## config.mk

```make
export PLATFORM = sky130hd
export DESIGN_NAME = ring_receiver_bearing_range_flat
export DESIGN_NICKNAME = d
export VERILOG_FILES = /design/src/rrbr_pkg.sv /design/src/rrbr_if.sv /design/src/rrbr_div.sv /design/src/rrbr_hist.sv /design/src/ring_receiver_bearing_range.sv /design/src/flat_wrapper.sv
export SDC_FILE = /design/constraint.sdc
export NUM_CORES = 2
export LEC_CHECK = 0
export BUFFER_PORTS_ARGS = -buffer_cell sky130_fd_sc_hd__buf_2
export CAP_MARGIN = 20
export CORE_MARGIN = 2
export CORE_UTILIZATION = 40
export CTS_CLUSTER_DIAMETER = 30
export DETAILED_ROUTE_END_ITERATION = 6
export SLEW_MARGIN = 20
export SYNTH_ARGS = -nofsm -noshare
export SYNTH_HDL_FRONTEND = slang
export SYNTH_HIERARCHICAL = 1
export SYNTH_SLANG_ARGS = --single-unit
```

## constraint.sdc

```tcl
create_clock -name clk -period 11.9 [get_ports clk]
set_input_delay 2.38 -clock clk [delete_from_list [all_inputs] [get_ports clk]]
set_output_delay 2.38 -clock clk [all_outputs]
set_load 0.005 [all_outputs]
```

## src/rrbr_pkg.sv

```systemverilog
// Shared constants, register codes and the receiver mount table for the ring receiver block.
package rrbr_pkg;

  localparam int STRENGTH_W        = 16;
  localparam int RING_SIZE         = 8;
  localparam int RING_IDX_W        = 3;
  localparam int ANGLE_W           = 9;
  localparam int RX_PITCH_DEG      = 45;
  localparam int HALF_TURN         = 180;
  localparam int FULL_TURN         = 360;
  localparam int SLOPE_W           = 32;
  localparam int OFFSET_W          = 16;
  localparam int FRAC_W            = 16;
  localparam int RANGE_W           = 16;
  localparam int CFG_IDX_W         = 2;
  localparam int CFG_DATA_W        = 32;
  localparam int HISTORY_DEPTH_DEF = 8;
  // sum of three strengths, and the signed weighted-angle numerator
  localparam int SUM_W             = STRENGTH_W + 2;
  localparam int NUM_W             = 27;

  typedef enum logic [CFG_IDX_W-1:0] {
    REG_THRESHOLD = 2'd0,
    REG_SLOPE     = 2'd1,
    REG_OFFSET    = 2'd2
  } cfg_reg_t;

  // Mounting angle in degrees of each receiver around the ring
  function automatic logic signed [ANGLE_W-1:0] mount_angle(input logic [RING_IDX_W-1:0] idx);
    logic signed [ANGLE_W-1:0] a;
    unique case (idx)
      3'd0: a = -9'sd90;
      3'd1: a = -9'sd45;
      3'd2: a = 9'sd0;
      3'd3: a = 9'sd45;
      3'd4: a = 9'sd90;
      3'd5: a = 9'sd135;
      3'd6: a = 9'sd180;
      3'd7: a = -9'sd135;
    endcase
    return a;
  endfunction

endpackage

```

## src/rrbr_if.sv

```systemverilog
// Handshake channel interfaces for strengths, results and register writes.
interface rrbr_in_if
  import rrbr_pkg::*;
  ();
  logic                  valid;
  logic                  ready;
  logic [STRENGTH_W-1:0] strength_0;
  logic [STRENGTH_W-1:0] strength_1;
  logic [STRENGTH_W-1:0] strength_2;
  logic [STRENGTH_W-1:0] strength_3;
  logic [STRENGTH_W-1:0] strength_4;
  logic [STRENGTH_W-1:0] strength_5;
  logic [STRENGTH_W-1:0] strength_6;
  logic [STRENGTH_W-1:0] strength_7;

  modport source (
    output valid, strength_0, strength_1, strength_2, strength_3,
           strength_4, strength_5, strength_6, strength_7,
    input  ready
  );
  modport sink (
    input  valid, strength_0, strength_1, strength_2, strength_3,
           strength_4, strength_5, strength_6, strength_7,
    output ready
  );
endinterface

interface rrbr_out_if
  import rrbr_pkg::*;
  ();
  logic                      valid;
  logic                      ready;
  logic                      detected;
  logic signed [ANGLE_W-1:0] bearing;
  logic signed [RANGE_W-1:0] range_cm;

  modport source (output valid, detected, bearing, range_cm, input ready);
  modport sink (input valid, detected, bearing, range_cm, output ready);
endinterface

interface rrbr_cfg_if
  import rrbr_pkg::*;
  ();
  logic                  valid;
  logic                  ready;
  logic [CFG_IDX_W-1:0]  index;
  logic [CFG_DATA_W-1:0] data;

  modport source (output valid, index, data, input ready);
  modport sink (input valid, index, data, output ready);
endinterface

```

## src/rrbr_div.sv

```systemverilog
// Restoring unsigned divider, one quotient bit per cycle, shared by bearing and range.
module rrbr_div
  import rrbr_pkg::*;
#(
  parameter int NUM_W_P = NUM_W,
  parameter int DEN_W_P = SUM_W
) (
  input  logic               clk,
  input  logic               rst_n,
  input  logic               start,
  input  logic [NUM_W_P-1:0] num,
  input  logic [DEN_W_P-1:0] den,
  output logic               done,
  output logic [NUM_W_P-1:0] quo
);

  localparam int CNT_W = $clog2(NUM_W_P + 1);

  logic               busy_r;
  logic               done_r;
  logic [CNT_W-1:0]   cnt_r;
  logic [DEN_W_P-1:0] rem_r;
  logic [DEN_W_P-1:0] den_r;
  logic [NUM_W_P-1:0] quo_r;

  logic [DEN_W_P:0]   trial;
  logic [DEN_W_P:0]   diff;
  logic               ge;
  logic [DEN_W_P-1:0] rem_nxt;
  logic [NUM_W_P-1:0] quo_nxt;

  // trial subtract of the shifted partial remainder
  always_comb begin
    trial   = {rem_r, quo_r[NUM_W_P-1]};
    diff    = trial - {1'b0, den_r};
    ge      = (trial >= {1'b0, den_r});
    rem_nxt = ge ? diff[DEN_W_P-1:0] : trial[DEN_W_P-1:0];
    quo_nxt = {quo_r[NUM_W_P-2:0], ge};
  end

  // load on start, then advance one bit a cycle
  always_ff @(posedge clk) begin
    if (!rst_n) begin
      busy_r <= 1'b0;
      done_r <= 1'b0;
      cnt_r  <= '0;
    end else if (start) begin
      busy_r <= 1'b1;
      done_r <= 1'b0;
      cnt_r  <= CNT_W'(NUM_W_P);
    end else if (busy_r) begin
      cnt_r <= cnt_r - CNT_W'(1);
      if (cnt_r == CNT_W'(1)) begin
        busy_r <= 1'b0;
        done_r <= 1'b1;
      end else begin
        done_r <= 1'b0;
      end
    end else begin
      done_r <= 1'b0;
    end
  end

  always_ff @(posedge clk) begin
    if (start) begin
      quo_r <= num;
      rem_r <= '0;
      den_r <= den;
    end else if (busy_r) begin
      quo_r <= quo_nxt;
      rem_r <= rem_nxt;
    end
  end

  assign done = done_r;
  assign quo  = quo_r;

endmodule

```

## src/rrbr_hist.sv

```systemverilog
// Distance history memory: one write port, one registered read port.
module rrbr_hist
  import rrbr_pkg::*;
#(
  parameter int HISTORY_DEPTH = HISTORY_DEPTH_DEF,
  parameter int ADDR_W        = (HISTORY_DEPTH > 1) ? $clog2(HISTORY_DEPTH) : 1
) (
  input  logic                      clk,
  input  logic                      wr_en,
  input  logic [ADDR_W-1:0]         wr_addr,
  input  logic signed [RANGE_W-1:0] wr_data,
  input  logic                      rd_en,
  input  logic [ADDR_W-1:0]         rd_addr,
  output logic signed [RANGE_W-1:0] rd_data
);

  logic signed [RANGE_W-1:0] mem [HISTORY_DEPTH];
  logic signed [RANGE_W-1:0] rd_data_r;

  // store a new distance
  always_ff @(posedge clk) begin
    if (wr_en) begin
      mem[wr_addr] <= wr_data;
    end
  end

  // register the read word
  always_ff @(posedge clk) begin
    if (rd_en) begin
      rd_data_r <= mem[rd_addr];
    end
  end

  assign rd_data = rd_data_r;

endmodule

```

## src/ring_receiver_bearing_range.sv

```systemverilog
// Top level: peak search, bearing and averaged range sequencer for an eight-receiver ring.
//
// One strength vector is taken when the block is idle; in_ch.ready stays low until its result
// has been loaded into the output register, which may still wait for the sink while the next
// vector is taken. The spacing of input transfers is set by the single restoring divider, one
// quotient bit a cycle, used first for the weighted bearing and then for the history mean, and
// by the walk through the history memory, one entry a cycle over its single read port. The mean
// averages n history entries, n being HISTORY_DEPTH once the ring has filled; DIV_W is 26 for
// history depths up to 1024. When nothing exceeds the threshold, the divisions and the walk are
// skipped. The peak search steps once per receiver. The history memory needs no clearing: the
// mean only ever reads entries that have been written.
module ring_receiver_bearing_range
  import rrbr_pkg::*;
#(
  parameter int HISTORY_DEPTH = HISTORY_DEPTH_DEF
) (
  input logic       clk,
  input logic       rst_n,
  rrbr_in_if.sink   in_ch,
  rrbr_out_if.source out_ch,
  rrbr_cfg_if.sink  cfg_ch
);

  localparam int ADDR_W = (HISTORY_DEPTH > 1) ? $clog2(HISTORY_DEPTH) : 1;
  localparam int CNT_W  = $clog2(HISTORY_DEPTH + 1);
  localparam int ACC_W  = RANGE_W + $clog2(HISTORY_DEPTH);
  localparam int DIV_W  = (NUM_W - 1 > ACC_W) ? NUM_W - 1 : ACC_W;
  localparam int DEN_W  = (SUM_W > CNT_W) ? SUM_W : CNT_W;
  localparam int PROD_W = SLOPE_W + STRENGTH_W + 1;
  localparam int T_W    = PROD_W + 1;

  localparam logic signed [NUM_W:0]   STEP_X = (NUM_W + 1)'(RX_PITCH_DEG);
  localparam logic signed [ANGLE_W:0] HALF_X = (ANGLE_W + 1)'(HALF_TURN);
  localparam logic signed [ANGLE_W:0] FULL_X = (ANGLE_W + 1)'(FULL_TURN);
  localparam logic [T_W-1:0]          ROUND_X = T_W'((1 << FRAC_W) - 1);

  typedef enum logic [3:0] {
    S_IDLE, S_SCAN, S_CALC, S_OFFS, S_RAW, S_BDIV, S_WALK, S_MSTART, S_MDIV, S_DONE
  } state_t;

  state_t state_r;

  // configuration
  logic [STRENGTH_W-1:0]      threshold_r;
  logic signed [SLOPE_W-1:0]  slope_r;
  logic signed [OFFSET_W-1:0] offset_r;

  // peak search
  logic [STRENGTH_W-1:0] s_r [RING_SIZE];
  logic [RING_IDX_W-1:0] idx_r;
  logic [RING_IDX_W-1:0] peak_idx_r;
  logic [STRENGTH_W-1:0] best_r;
  logic [STRENGTH_W-1:0] right_r;
  logic [STRENGTH_W-1:0] left_r;
  logic                  found_r;

  // arithmetic
  logic [SUM_W-1:0]         sum_r;
  logic signed [NUM_W-1:0]  num_r;
  logic signed [PROD_W-1:0] prod_r;
  logic signed [T_W-1:0]    t_r;
  logic                     neg_r;

  // history
  logic [ADDR_W-1:0]       slot_r;
  logic                    full_r;
  logic [CNT_W-1:0]        count_r;
  logic [CNT_W-1:0]        iss_r;
  logic [CNT_W-1:0]        rcv_r;
  logic                    rd_vld_r;
  logic signed [ACC_W-1:0] acc_r;

  // divider handshake
  logic             div_start_r;
  logic [DIV_W-1:0] div_num_r;
  logic [DEN_W-1:0] div_den_r;
  logic             div_done;
  logic [DIV_W-1:0] div_quo;

  // result and output register
  logic                      res_det_r;
  logic signed [ANGLE_W-1:0] res_bearing_r;
  logic signed [RANGE_W-1:0] res_range_r;
  logic                      out_valid_r;
  logic                      out_det_r;
  logic signed [ANGLE_W-1:0] out_bearing_r;
  logic signed [RANGE_W-1:0] out_range_r;

  logic                      in_xfer;
  logic                      out_free;
  logic                      hist_wr_en;
  logic                      hist_rd_en;
  logic signed [RANGE_W-1:0] hist_rd_data;

  logic signed [ANGLE_W-1:0] p_angle;
  logic [SUM_W-1:0]          sum_c;
  logic signed [NUM_W:0]     num_full;
  logic signed [STRENGTH_W:0] nb_diff;
  logic signed [T_W-1:0]     t_c;
  logic signed [T_W-1:0]     t_adj;
  logic signed [T_W-1:0]     q_raw;
  logic signed [RANGE_W-1:0] raw_sat;
  logic [NUM_W-1:0]          num_mag;
  logic [ACC_W-1:0]          acc_mag;
  logic signed [ANGLE_W:0]   b_mag;
  logic signed [ANGLE_W:0]   b_val;
  logic signed [ANGLE_W:0]   b_wrap;
  logic signed [ACC_W:0]     m_mag;
  logic signed [ACC_W:0]     m_val;
  logic [CNT_W-1:0]          count_c;
  logic signed [ACC_W-1:0]   acc_add;

  assign in_xfer  = in_ch.valid && in_ch.ready;
  assign out_free = !out_valid_r || out_ch.ready;

  assign in_ch.ready  = (state_r == S_IDLE);
  assign cfg_ch.ready = 1'b1;

  assign out_ch.valid    = out_valid_r;
  assign out_ch.detected = out_det_r;
  assign out_ch.bearing  = out_bearing_r;
  assign out_ch.range_cm = out_range_r;

  // take register writes
  always_ff @(posedge clk) begin
    if (!rst_n) begin
      threshold_r <= '0;
      slope_r     <= '0;
      offset_r    <= '0;
    end else if (cfg_ch.valid && cfg_ch.ready) begin
      unique case (cfg_reg_t'(cfg_ch.index))
        REG_THRESHOLD: threshold_r <= cfg_ch.data[STRENGTH_W-1:0];
        REG_SLOPE:     slope_r     <= $signed(cfg_ch.data[SLOPE_W-1:0]);
        REG_OFFSET:    offset_r    <= $signed(cfg_ch.data[OFFSET_W-1:0]);
        default: ;
      endcase
    end
  end

  // weighted numerator: p * (sp + sr + sl) + step * (sr - sl)
  always_comb begin
    p_angle  = mount_angle(peak_idx_r);
    sum_c    = {2'b00, best_r} + {2'b00, right_r} + {2'b00, left_r};
    nb_diff  = $signed({1'b0, right_r}) - $signed({1'b0, left_r});
    num_full = $signed({{(NUM_W + 1 - ANGLE_W){p_angle[ANGLE_W-1]}}, p_angle})
             * $signed({{(NUM_W + 1 - SUM_W){1'b0}}, sum_c})
             + STEP_X * $signed({{(NUM_W - STRENGTH_W){nb_diff[STRENGTH_W]}}, nb_diff});
  end

  // raw distance: truncate toward zero, then saturate
  always_comb begin
    t_c = $signed({prod_r[PROD_W-1], prod_r})
        + $signed({{(T_W - OFFSET_W - FRAC_W){offset_r[OFFSET_W-1]}}, offset_r,
                    {FRAC_W{1'b0}}});
    t_adj = t_r[T_W-1] ? t_r + $signed(ROUND_X) : t_r;
    q_raw = t_adj >>> FRAC_W;
    if (!q_raw[T_W-1] && (q_raw[T_W-1:RANGE_W-1] != '0)) begin
      raw_sat = {1'b0, {(RANGE_W-1){1'b1}}};
    end else if (q_raw[T_W-1] && (q_raw[T_W-1:RANGE_W-1] != '1)) begin
      raw_sat = {1'b1, {(RANGE_W-1){1'b0}}};
    end else begin
      raw_sat = q_raw[RANGE_W-1:0];
    end
  end

  // signs, magnitudes and count for the divider
  always_comb begin
    num_mag = num_r[NUM_W-1] ? NUM_W'(-num_r) : NUM_W'(num_r);
    acc_mag = acc_r[ACC_W-1] ? ACC_W'(-acc_r) : ACC_W'(acc_r);
    count_c = (full_r || (slot_r == ADDR_W'(HISTORY_DEPTH - 1))) ? CNT_W'(HISTORY_DEPTH)
                                                                 : CNT_W'(slot_r) + CNT_W'(1);
    acc_add = acc_r + $signed({{(ACC_W - RANGE_W){hist_rd_data[RANGE_W-1]}}, hist_rd_data});
  end

  // bearing wrap and mean sign
  always_comb begin
    b_mag  = $signed({1'b0, div_quo[ANGLE_W-1:0]});
    b_val  = neg_r ? -b_mag : b_mag;
    b_wrap = (b_val > HALF_X) ? b_val - FULL_X : b_val;
    m_mag  = $signed({1'b0, div_quo[ACC_W-1:0]});
    m_val  = neg_r ? -m_mag : m_mag;
  end

  assign hist_wr_en = (state_r == S_RAW);
  assign hist_rd_en = (state_r == S_WALK) && (iss_r < count_r);

  // sequencer
  always_ff @(posedge clk) begin
    if (!rst_n) begin
      state_r     <= S_IDLE;
      slot_r      <= '0;
      full_r      <= 1'b0;
      div_start_r <= 1'b0;
      rd_vld_r    <= 1'b0;
      out_valid_r <= 1'b0;
      found_r     <= 1'b0;
    end else begin
      div_start_r <= 1'b0;
      // drop the output once taken, unless a new result is loaded this cycle
      if (out_valid_r && out_ch.ready && (state_r != S_DONE)) begin
        out_valid_r <= 1'b0;
      end
      unique case (state_r)
        S_IDLE: begin
          if (in_xfer) begin
            s_r[0]  <= in_ch.strength_0;
            s_r[1]  <= in_ch.strength_1;
            s_r[2]  <= in_ch.strength_2;
            s_r[3]  <= in_ch.strength_3;
            s_r[4]  <= in_ch.strength_4;
            s_r[5]  <= in_ch.strength_5;
            s_r[6]  <= in_ch.strength_6;
            s_r[7]  <= in_ch.strength_7;
            best_r  <= threshold_r;
            found_r <= 1'b0;
            idx_r   <= '0;
            state_r <= S_SCAN;
          end
        end
        S_SCAN: begin
          // keep the first strict maximum and its two ring neighbours
          if (s_r[0] > best_r) begin
            best_r     <= s_r[0];
            right_r    <= s_r[1];
            left_r     <= s_r[RING_SIZE-1];
            peak_idx_r <= idx_r;
            found_r    <= 1'b1;
          end
          for (int k = 0; k < RING_SIZE - 1; k++) begin
            s_r[k] <= s_r[k+1];
          end
          s_r[RING_SIZE-1] <= s_r[0];
          idx_r <= idx_r + RING_IDX_W'(1);
          if (idx_r == RING_IDX_W'(RING_SIZE - 1)) begin
            state_r <= S_CALC;
          end
        end
        S_CALC: begin
          if (!found_r) begin
            res_det_r     <= 1'b0;
            res_bearing_r <= '0;
            res_range_r   <= '0;
            state_r       <= S_DONE;
          end else begin
            sum_r   <= sum_c;
            num_r   <= num_full[NUM_W-1:0];
            prod_r  <= PROD_W'(slope_r) * PROD_W'($signed({1'b0, best_r}));
            state_r <= S_OFFS;
          end
        end
        S_OFFS: begin
          t_r     <= t_c;
          state_r <= S_RAW;
        end
        S_RAW: begin
          // history written this cycle; start the bearing division
          slot_r      <= (slot_r == ADDR_W'(HISTORY_DEPTH - 1)) ? '0 : slot_r + ADDR_W'(1);
          if (slot_r == ADDR_W'(HISTORY_DEPTH - 1)) begin
            full_r <= 1'b1;
          end
          count_r     <= count_c;
          neg_r       <= num_r[NUM_W-1];
          div_num_r   <= DIV_W'(num_mag);
          div_den_r   <= DEN_W'(sum_r);
          div_start_r <= 1'b1;
          state_r     <= S_BDIV;
        end
        S_BDIV: begin
          if (div_done) begin
            res_det_r     <= 1'b1;
            res_bearing_r <= b_wrap[ANGLE_W-1:0];
            iss_r         <= '0;
            rcv_r         <= '0;
            acc_r         <= '0;
            state_r       <= S_WALK;
          end
        end
        S_WALK: begin
          // issue reads, accumulate each word in the cycle after its read
          rd_vld_r <= hist_rd_en;
          if (hist_rd_en) begin
            iss_r <= iss_r + CNT_W'(1);
          end
          if (rd_vld_r) begin
            acc_r <= acc_add;
            rcv_r <= rcv_r + CNT_W'(1);
            if (rcv_r == count_r - CNT_W'(1)) begin
              state_r <= S_MSTART;
            end
          end
        end
        S_MSTART: begin
          neg_r       <= acc_r[ACC_W-1];
          div_num_r   <= DIV_W'(acc_mag);
          div_den_r   <= DEN_W'(count_r);
          div_start_r <= 1'b1;
          state_r     <= S_MDIV;
        end
        S_MDIV: begin
          if (div_done) begin
            res_range_r <= m_val[RANGE_W-1:0];
            state_r     <= S_DONE;
          end
        end
        S_DONE: begin
          // hand the result over once the output register is free
          if (out_free) begin
            out_valid_r   <= 1'b1;
            out_det_r     <= res_det_r;
            out_bearing_r <= res_bearing_r;
            out_range_r   <= res_range_r;
            state_r       <= S_IDLE;
          end
        end
        default: state_r <= S_IDLE;
      endcase
    end
  end

  rrbr_div #(
    .NUM_W_P(DIV_W),
    .DEN_W_P(DEN_W)
  ) u_div (
    .clk  (clk),
    .rst_n(rst_n),
    .start(div_start_r),
    .num  (div_num_r),
    .den  (div_den_r),
    .done (div_done),
    .quo  (div_quo)
  );

  rrbr_hist #(
    .HISTORY_DEPTH(HISTORY_DEPTH),
    .ADDR_W       (ADDR_W)
  ) u_hist (
    .clk    (clk),
    .wr_en  (hist_wr_en),
    .wr_addr(slot_r),
    .wr_data(raw_sat),
    .rd_en  (hist_rd_en),
    .rd_addr(iss_r[ADDR_W-1:0]),
    .rd_data(hist_rd_data)
  );

endmodule

```

## src/flat_wrapper.sv

```systemverilog
// flat-port wrapper written by rule: the top's interface ports become plain ports
module ring_receiver_bearing_range_flat import rrbr_pkg::*;
#(
  parameter int HISTORY_DEPTH = HISTORY_DEPTH_DEF
)
  (clk, rst_n, in_ch_valid, in_ch_strength_0, in_ch_strength_1, in_ch_strength_2, in_ch_strength_3, in_ch_strength_4, in_ch_strength_5, in_ch_strength_6, in_ch_strength_7, in_ch_ready, out_ch_valid, out_ch_detected, out_ch_bearing, out_ch_range_cm, out_ch_ready, cfg_ch_valid, cfg_ch_index, cfg_ch_data, cfg_ch_ready);
  rrbr_in_if in_ch_i ();
  rrbr_out_if out_ch_i ();
  rrbr_cfg_if cfg_ch_i ();
  input logic clk;
  input logic rst_n;
  input wire logic [$bits(in_ch_i.valid)-1:0] in_ch_valid;
  input wire logic [$bits(in_ch_i.strength_0)-1:0] in_ch_strength_0;
  input wire logic [$bits(in_ch_i.strength_1)-1:0] in_ch_strength_1;
  input wire logic [$bits(in_ch_i.strength_2)-1:0] in_ch_strength_2;
  input wire logic [$bits(in_ch_i.strength_3)-1:0] in_ch_strength_3;
  input wire logic [$bits(in_ch_i.strength_4)-1:0] in_ch_strength_4;
  input wire logic [$bits(in_ch_i.strength_5)-1:0] in_ch_strength_5;
  input wire logic [$bits(in_ch_i.strength_6)-1:0] in_ch_strength_6;
  input wire logic [$bits(in_ch_i.strength_7)-1:0] in_ch_strength_7;
  output wire logic [$bits(in_ch_i.ready)-1:0] in_ch_ready;
  output wire logic [$bits(out_ch_i.valid)-1:0] out_ch_valid;
  output wire logic [$bits(out_ch_i.detected)-1:0] out_ch_detected;
  output wire logic [$bits(out_ch_i.bearing)-1:0] out_ch_bearing;
  output wire logic [$bits(out_ch_i.range_cm)-1:0] out_ch_range_cm;
  input wire logic [$bits(out_ch_i.ready)-1:0] out_ch_ready;
  input wire logic [$bits(cfg_ch_i.valid)-1:0] cfg_ch_valid;
  input wire logic [$bits(cfg_ch_i.index)-1:0] cfg_ch_index;
  input wire logic [$bits(cfg_ch_i.data)-1:0] cfg_ch_data;
  output wire logic [$bits(cfg_ch_i.ready)-1:0] cfg_ch_ready;
  assign in_ch_i.valid = in_ch_valid;
  assign in_ch_i.strength_0 = in_ch_strength_0;
  assign in_ch_i.strength_1 = in_ch_strength_1;
  assign in_ch_i.strength_2 = in_ch_strength_2;
  assign in_ch_i.strength_3 = in_ch_strength_3;
  assign in_ch_i.strength_4 = in_ch_strength_4;
  assign in_ch_i.strength_5 = in_ch_strength_5;
  assign in_ch_i.strength_6 = in_ch_strength_6;
  assign in_ch_i.strength_7 = in_ch_strength_7;
  assign in_ch_ready = in_ch_i.ready;
  assign out_ch_valid = out_ch_i.valid;
  assign out_ch_detected = out_ch_i.detected;
  assign out_ch_bearing = out_ch_i.bearing;
  assign out_ch_range_cm = out_ch_i.range_cm;
  assign out_ch_i.ready = out_ch_ready;
  assign cfg_ch_i.valid = cfg_ch_valid;
  assign cfg_ch_i.index = cfg_ch_index;
  assign cfg_ch_i.data = cfg_ch_data;
  assign cfg_ch_ready = cfg_ch_i.ready;
  ring_receiver_bearing_range #(.HISTORY_DEPTH(HISTORY_DEPTH)) u_core (.clk(clk), .rst_n(rst_n), .in_ch(in_ch_i), .out_ch(out_ch_i), .cfg_ch(cfg_ch_i));
endmodule
```

# Yosys cells after proc, flatten, opt, wreduce, memory -nomap -nowiden
# Memories as Yosys holds them, arrays and structs flattened. A register that Yosys moved wholly into a read port is not among the register bits.
# Index checks and enable logic that the tools add are counted.
# classes
n_reduce_logical	40
addsub	20
bitwise	10
mux	77
magnitude_cmp	4
n_mul	3
eq_ne	27
# ops
operator	count
$mux W16	15
$mux W26	3
$pmux W16 S2	2
$mux W19	3
$pmux W26 S2	1
$add A49 B32 Y50	1
$add A50 B17 Y50 const B	1
$mux W50	1
$mul A32 B17 Y49	1
$mux W4	11
$pmux W4 S10	1
$pmux W19 S2	1
$pmux W18 S2	1
$ne A35 B35 Y1 const B	1
$reduce_bool A35 Y1	1
$add A27 B27 Y27	1
$mul A9 B19 Y27	1
$mux W9	3
$neg A26 Y26	1
$mul A7 B17 Y24 const A	1
$mux W1	21
$reduce_and A4 Y1	5
$add A19 B16 Y19	1
$ge A19 B18 Y1	1
49 further kinds	102
# word_totals
ff_bits	471
inputBits	167
elab_cells	223
romBits	72
output_inout_bits	29
memories	3
ramBits	256
# memory_table
name	depth	width	rd	rd_ports_with_merged_regs	write_ports	line_no	text
u_core.s_r	8	16	8	0	8	ring_receiver_bearing_range.sv:49	logic [STRENGTH_W-1:0] s_r [RING_SIZE];
u_core.u_hist.mem	8	16	1	1	1	rrbr_hist.sv:17	logic signed [RANGE_W-1:0] mem [HISTORY_DEPTH];
(no name shown)	8	9	1	1	0	rrbr_pkg.sv:31	unique case (idx)

# Depth between registers and ports, before layout
# depth
word_depth	7
depth_mapped	34
mapped_depth_nobuf	33

# Modules after synthesis
# Netlist, hierarchy kept.
# by_module_without_submodules
mod	area_each_um2	instances	seq_area_each_um2	cells_per_inst
ring_receiver_bearing_range	51699.6	1	15334.7	4995
rrbr_hist	5454.0	1	4324.1	214
rrbr_div	3577.2	1	1821.7	319

# Least setup slack after synthesis
# Ideal clock, no wire load.
# synth_timing
path_type	input-to-reg
from	input rst_n
to	register u_core.num_r[0], enable pin
n_path_buf	1
path_stages	3
required_time_ns	11.238
arrival_ns	9.010
setup_time_ns	0.662
path_slack_ns	2.228
cell_sequence	clkbuf_1 nand2_1 nor3_1
# synth_between
elab_chain_len	1
# synth_rtl
element	line_no	text
start, declared	flat_wrapper.sv:11	input logic rst_n;
$reduce_and A3 Y1 (no line)	n/a	
end signal, assigned	ring_receiver_bearing_range.sv:246	num_r <= num_full[NUM_W-1:0];
end, declared	ring_receiver_bearing_range.sv:59	logic signed [NUM_W-1:0] num_r;
# No other way between the ends.
# A chain may end at the register's enable or synchronous reset.

# Worst setup path after layout
# layout_timing
from	register u_core.best_r[1]
to	register u_core.num_r[26] (data pin)
# layout_between
elab_chain_len	4
# layout_rtl
element	line_no	text
start, declared	ring_receiver_bearing_range.sv:52	logic [STRENGTH_W-1:0] best_r;
start signal, assigned	ring_receiver_bearing_range.sv:214	best_r <= threshold_r;
start signal, assigned	ring_receiver_bearing_range.sv:223	best_r <= s_r[0];
$add A16 B16 Y17	ring_receiver_bearing_range.sv:143	sum_c = {2'b00, best_r} + {2'b00, right_r} + {2'b00, left_r};
$add A18 B16 Y18	ring_receiver_bearing_range.sv:143	
via u_core.sum_c[7]	ring_receiver_bearing_range.sv:96	logic [SUM_W-1:0] sum_c;
$mul A9 B19 Y27	ring_receiver_bearing_range.sv:146	* $signed({{(NUM_W + 1 - SUM_W){1'b0}}, sum_c})
$add A27 B27 Y27	ring_receiver_bearing_range.sv:147	+ STEP_X * $signed({{(NUM_W - STRENGTH_W){nb_diff[STRENGTH_W]}}, nb_diff});
via u_core.num_full[26]	ring_receiver_bearing_range.sv:97	logic signed [NUM_W:0] num_full;
# The timed path passes the listed nets, and every way through them passes these cells.

==> impl_metrics.env <==
export IMPL_drc=0
export IMPL_synth_edf_count=642
export IMPL_synth_simple_gate_area_share_pct=11.4
export IMPL_antenna_found_initial=20
export IMPL_slowest_stage="fa_1"
export IMPL_max_freq_mhz=104
export IMPL_cts_max_level=4
export IMPL_post_synth_top_area_cell="edfxtp_1"
export IMPL_wire_per_inst_um=18.3
export IMPL_clock_latency_ns=0.80
export IMPL_port_buffers=194
export IMPL_yosys_mux_area_fraction_pct=5.20
export IMPL_hpwl_um=111000
export IMPL_post_cts_setup_buffers=0
export IMPL_yosys_top_cells_count="934 x inv_1, 703 x fa_1, 642 x edfxtp_1"
export IMPL_die_y_um=394
export IMPL_syn_nets=6761
export IMPL_antenna_left=0
export IMPL_cts_resized=0
export IMPL_maxCapViolCount=0
export IMPL_ys_warn_count=6
export IMPL_die_x_um=394
export IMPL_synthArstFlopShare_pct=0
export IMPL_cts_hold_buf=0
export IMPL_syn_area_per_cell_sq_um=11.0
export IMPL_yosysUniqueCellTypes=90
export IMPL_final_nets=7006
export IMPL_synth_compound_area_share_pct=6.73
export IMPL_fin_tns_setup_ns=0
export IMPL_multiInputGateArea_sq_um=35100
export IMPL_area_growth_pct=15.7
export IMPL_synth_top_area_share_pct=31.7
export IMPL_finalSetupViolCount=0
export IMPL_synth_area_leaders="edfxtp_1 32%, fa_1 23%, ha_1 7.5%"
export IMPL_rsz0062_at_grt="false"
export IMPL_cp_start_kind="register"
export IMPL_globalplace_congestion=0.865
export IMPL_finalHoldViolations=0
export IMPL_drive_gt1_share_pct=13.3
export IMPL_clkSlewWorstSetupHoldPaths_ns=0.05
export IMPL_outcome="finished, final reports clean"
export IMPL_core_area_sq_um=150000
export IMPL_whs_path_depth=0
export IMPL_gr_total_overflow=0
export IMPL_cts_tree="done"
export IMPL_crit_top_cell="fa_1"
export IMPL_cts_buffers_inserted=178
export IMPL_ioPinCount=196
export IMPL_end_kind="register"
export IMPL_viasPerCell=5.03
export IMPL_postSynthCellCount=5528
export IMPL_grt_pass1_wl_um=235000
export IMPL_synth_top_family_by_area="adder cells"
export IMPL_rr_worst_depth=32
export IMPL_synth_adder_area_share_pct=30.7
export IMPL_whs_ns=0.392
export IMPL_grt_max_degree=83
export IMPL_nFillCells=13800
export IMPL_crit_type="register to register"
export IMPL_seq_area_sq_um=21500
export IMPL_post_route_min_period_ns=9.60
export IMPL_finalClockSkew_ns=0.0549
export IMPL_row_count=142
export IMPL_ys_ff_latch=752
export IMPL_cts_sinks=752
export IMPL_max_stage_delay_ns=0.58
export IMPL_crit_fanout=33
export IMPL_grtUsageTotal_pct=19.1
export IMPL_min_path_type="register to register"
export IMPL_dieArea_sq_um=155000
export IMPL_fin_crit_sh_pct=80.7
export IMPL_drt_iter0_drc=2710
export IMPL_wirelength_um=146000
export IMPL_cp_required_ns=12.42
export IMPL_yosysSeqAreaShare_pct=35.4
export IMPL_relSlewSlack_pct=24.9
export IMPL_yosys_area_share_xor_xnor_pct=3.58
export IMPL_worstPathArrival_ns=10.12
export IMPL_dr_pass1_iters=6
export IMPL_grt_pass1_vias=42300
export IMPL_clockBufferDepth=3
export IMPL_synthFlopType="edfxtp_1"
export IMPL_start_util_pct=40.4
export IMPL_worst_pin_slew_ns=1.13
export IMPL_syn_area_sq_um=60700
export IMPL_via_count=40000
export IMPL_synth_most_common_cell="inv_1"
export IMPL_root_buffer="clkbuf_16"
export IMPL_slew_viol_final=0
==> sequential cells by signal, summed over array words and instances, names as in the netlist, 18 cells and up <==
signal	flops
u_core/t_r	50
u_core/u_div/quo	26
u_core/num_r	27
u_core/slope_r	32
u_core/u_div/rem_r	18
u_core/prod_r	49
u_core/u_hist/mem	128
u_core/div_num_r	26
u_core/s_r	128
u_core/u_div/den_r	18
u_core/sum_r	18
u_core/div_den_r	18
u_core/acc_r	19
==> metrics by stage <==
step | std cells | util, % | instance area (sq um) | worst slack (ns)
after global placement | 7606 | 42.6 | 64000 | 2.50
after global routing | 7946 | 46.8 | 70300 | 1.71
after detailed placement | 7607 | 42.6 | 64000 | 2.29
after floorplan | 5528 | - | 60700 | 2.23
final | 7949 | 46.8 | 70300 | 2.30
after CTS | 7941 | 46.7 | 70200 | 2.27
==> final cells by class <==
| cell class | instances | share of cell area (%) |
|---|---|---|
| flip-flops and latches | 752 | 30.6 |
| repair buffers | 252 | 2.04 |
| inverters | 935 | 5.00 |
| well taps | 2016 | 3.59 |
| clock buffers | 201 | 6.56 |
| clock inverters | 133 | 2.30 |
| multi-input cells | 3654 | 49.9 |
| diodes | 6 | 0.0214 |
==> kinds of logic (layout without fill, tap and decap cells) <==
family                     after synthesis  in the layout
AOI/OAI and AO/OA                      647            647
and+or+nand+nor                       1452           1452
muxes                                  241            241
other                                    1              7
DFF                                    752            752
xor gates and xnor gates               247            247
adders and majority gates             1066           1066
buffers and inverters                 1122           1521
==> critical path, delay by kind of cell (launching register included) <==
family | cells | cell delay [ns]
AND/OR/NAND/NOR | 4 | 0.53
XOR/XNOR | 2 | 0.70
AO/OA/AOI/OAI | 10 | 2.27
buffers and inverters | 6 | 0.76
flip-flops | 1 | 0.32
adder cells (fa/ha/maj) | 10 | 4.75
==> routing by layer <==
metal	part of all wire (%)	GRT usage [%]	wire length [um]	vias up
met5	0.076	0	110	-
met4	2.0	4.99	2870	18
met2	46	30.4	67000	1022
li1	-	-	-	18700
met3	6.3	4.29	9120	220
met1	46	26.3	66500	20000
==> worst paths after layout <==
path,start,to,slack (ns)
setup / recovery,u_core/best_r[1],u_core/num_r[26],2.30
hold / removal,u_core/div_den_r[4],u_core/u_div/den_r[4],0.39
setup reg to reg,u_core/best_r[1],u_core/num_r[26],2.30
hold reg to reg,u_core/div_den_r[4],u_core/u_div/den_r[4],0.39
==> cell usage in the layout, fill, tap and decap left out, types with 51 or more instances in the layout <==
cell / n
and2_1: 306
o21ai_0: 128
a21oi_1: 215
nor2_1: 190
fa_1: 703
clkbuf_16: 179
mux2_2: 187
a21o_1: 62
xnor2_1: 147
ha_1: 363
xor2_1: 99
buf_2: 194
inv_1: 933
dfxtp_1: 109
nand2_1: 638
edfxtp_1: 642
buf_4: 55
nand3_1: 51
Power is left out: the tool's default activity adds up to more than one toggle a clock period on the data nets, which glitch-free logic cannot reach.
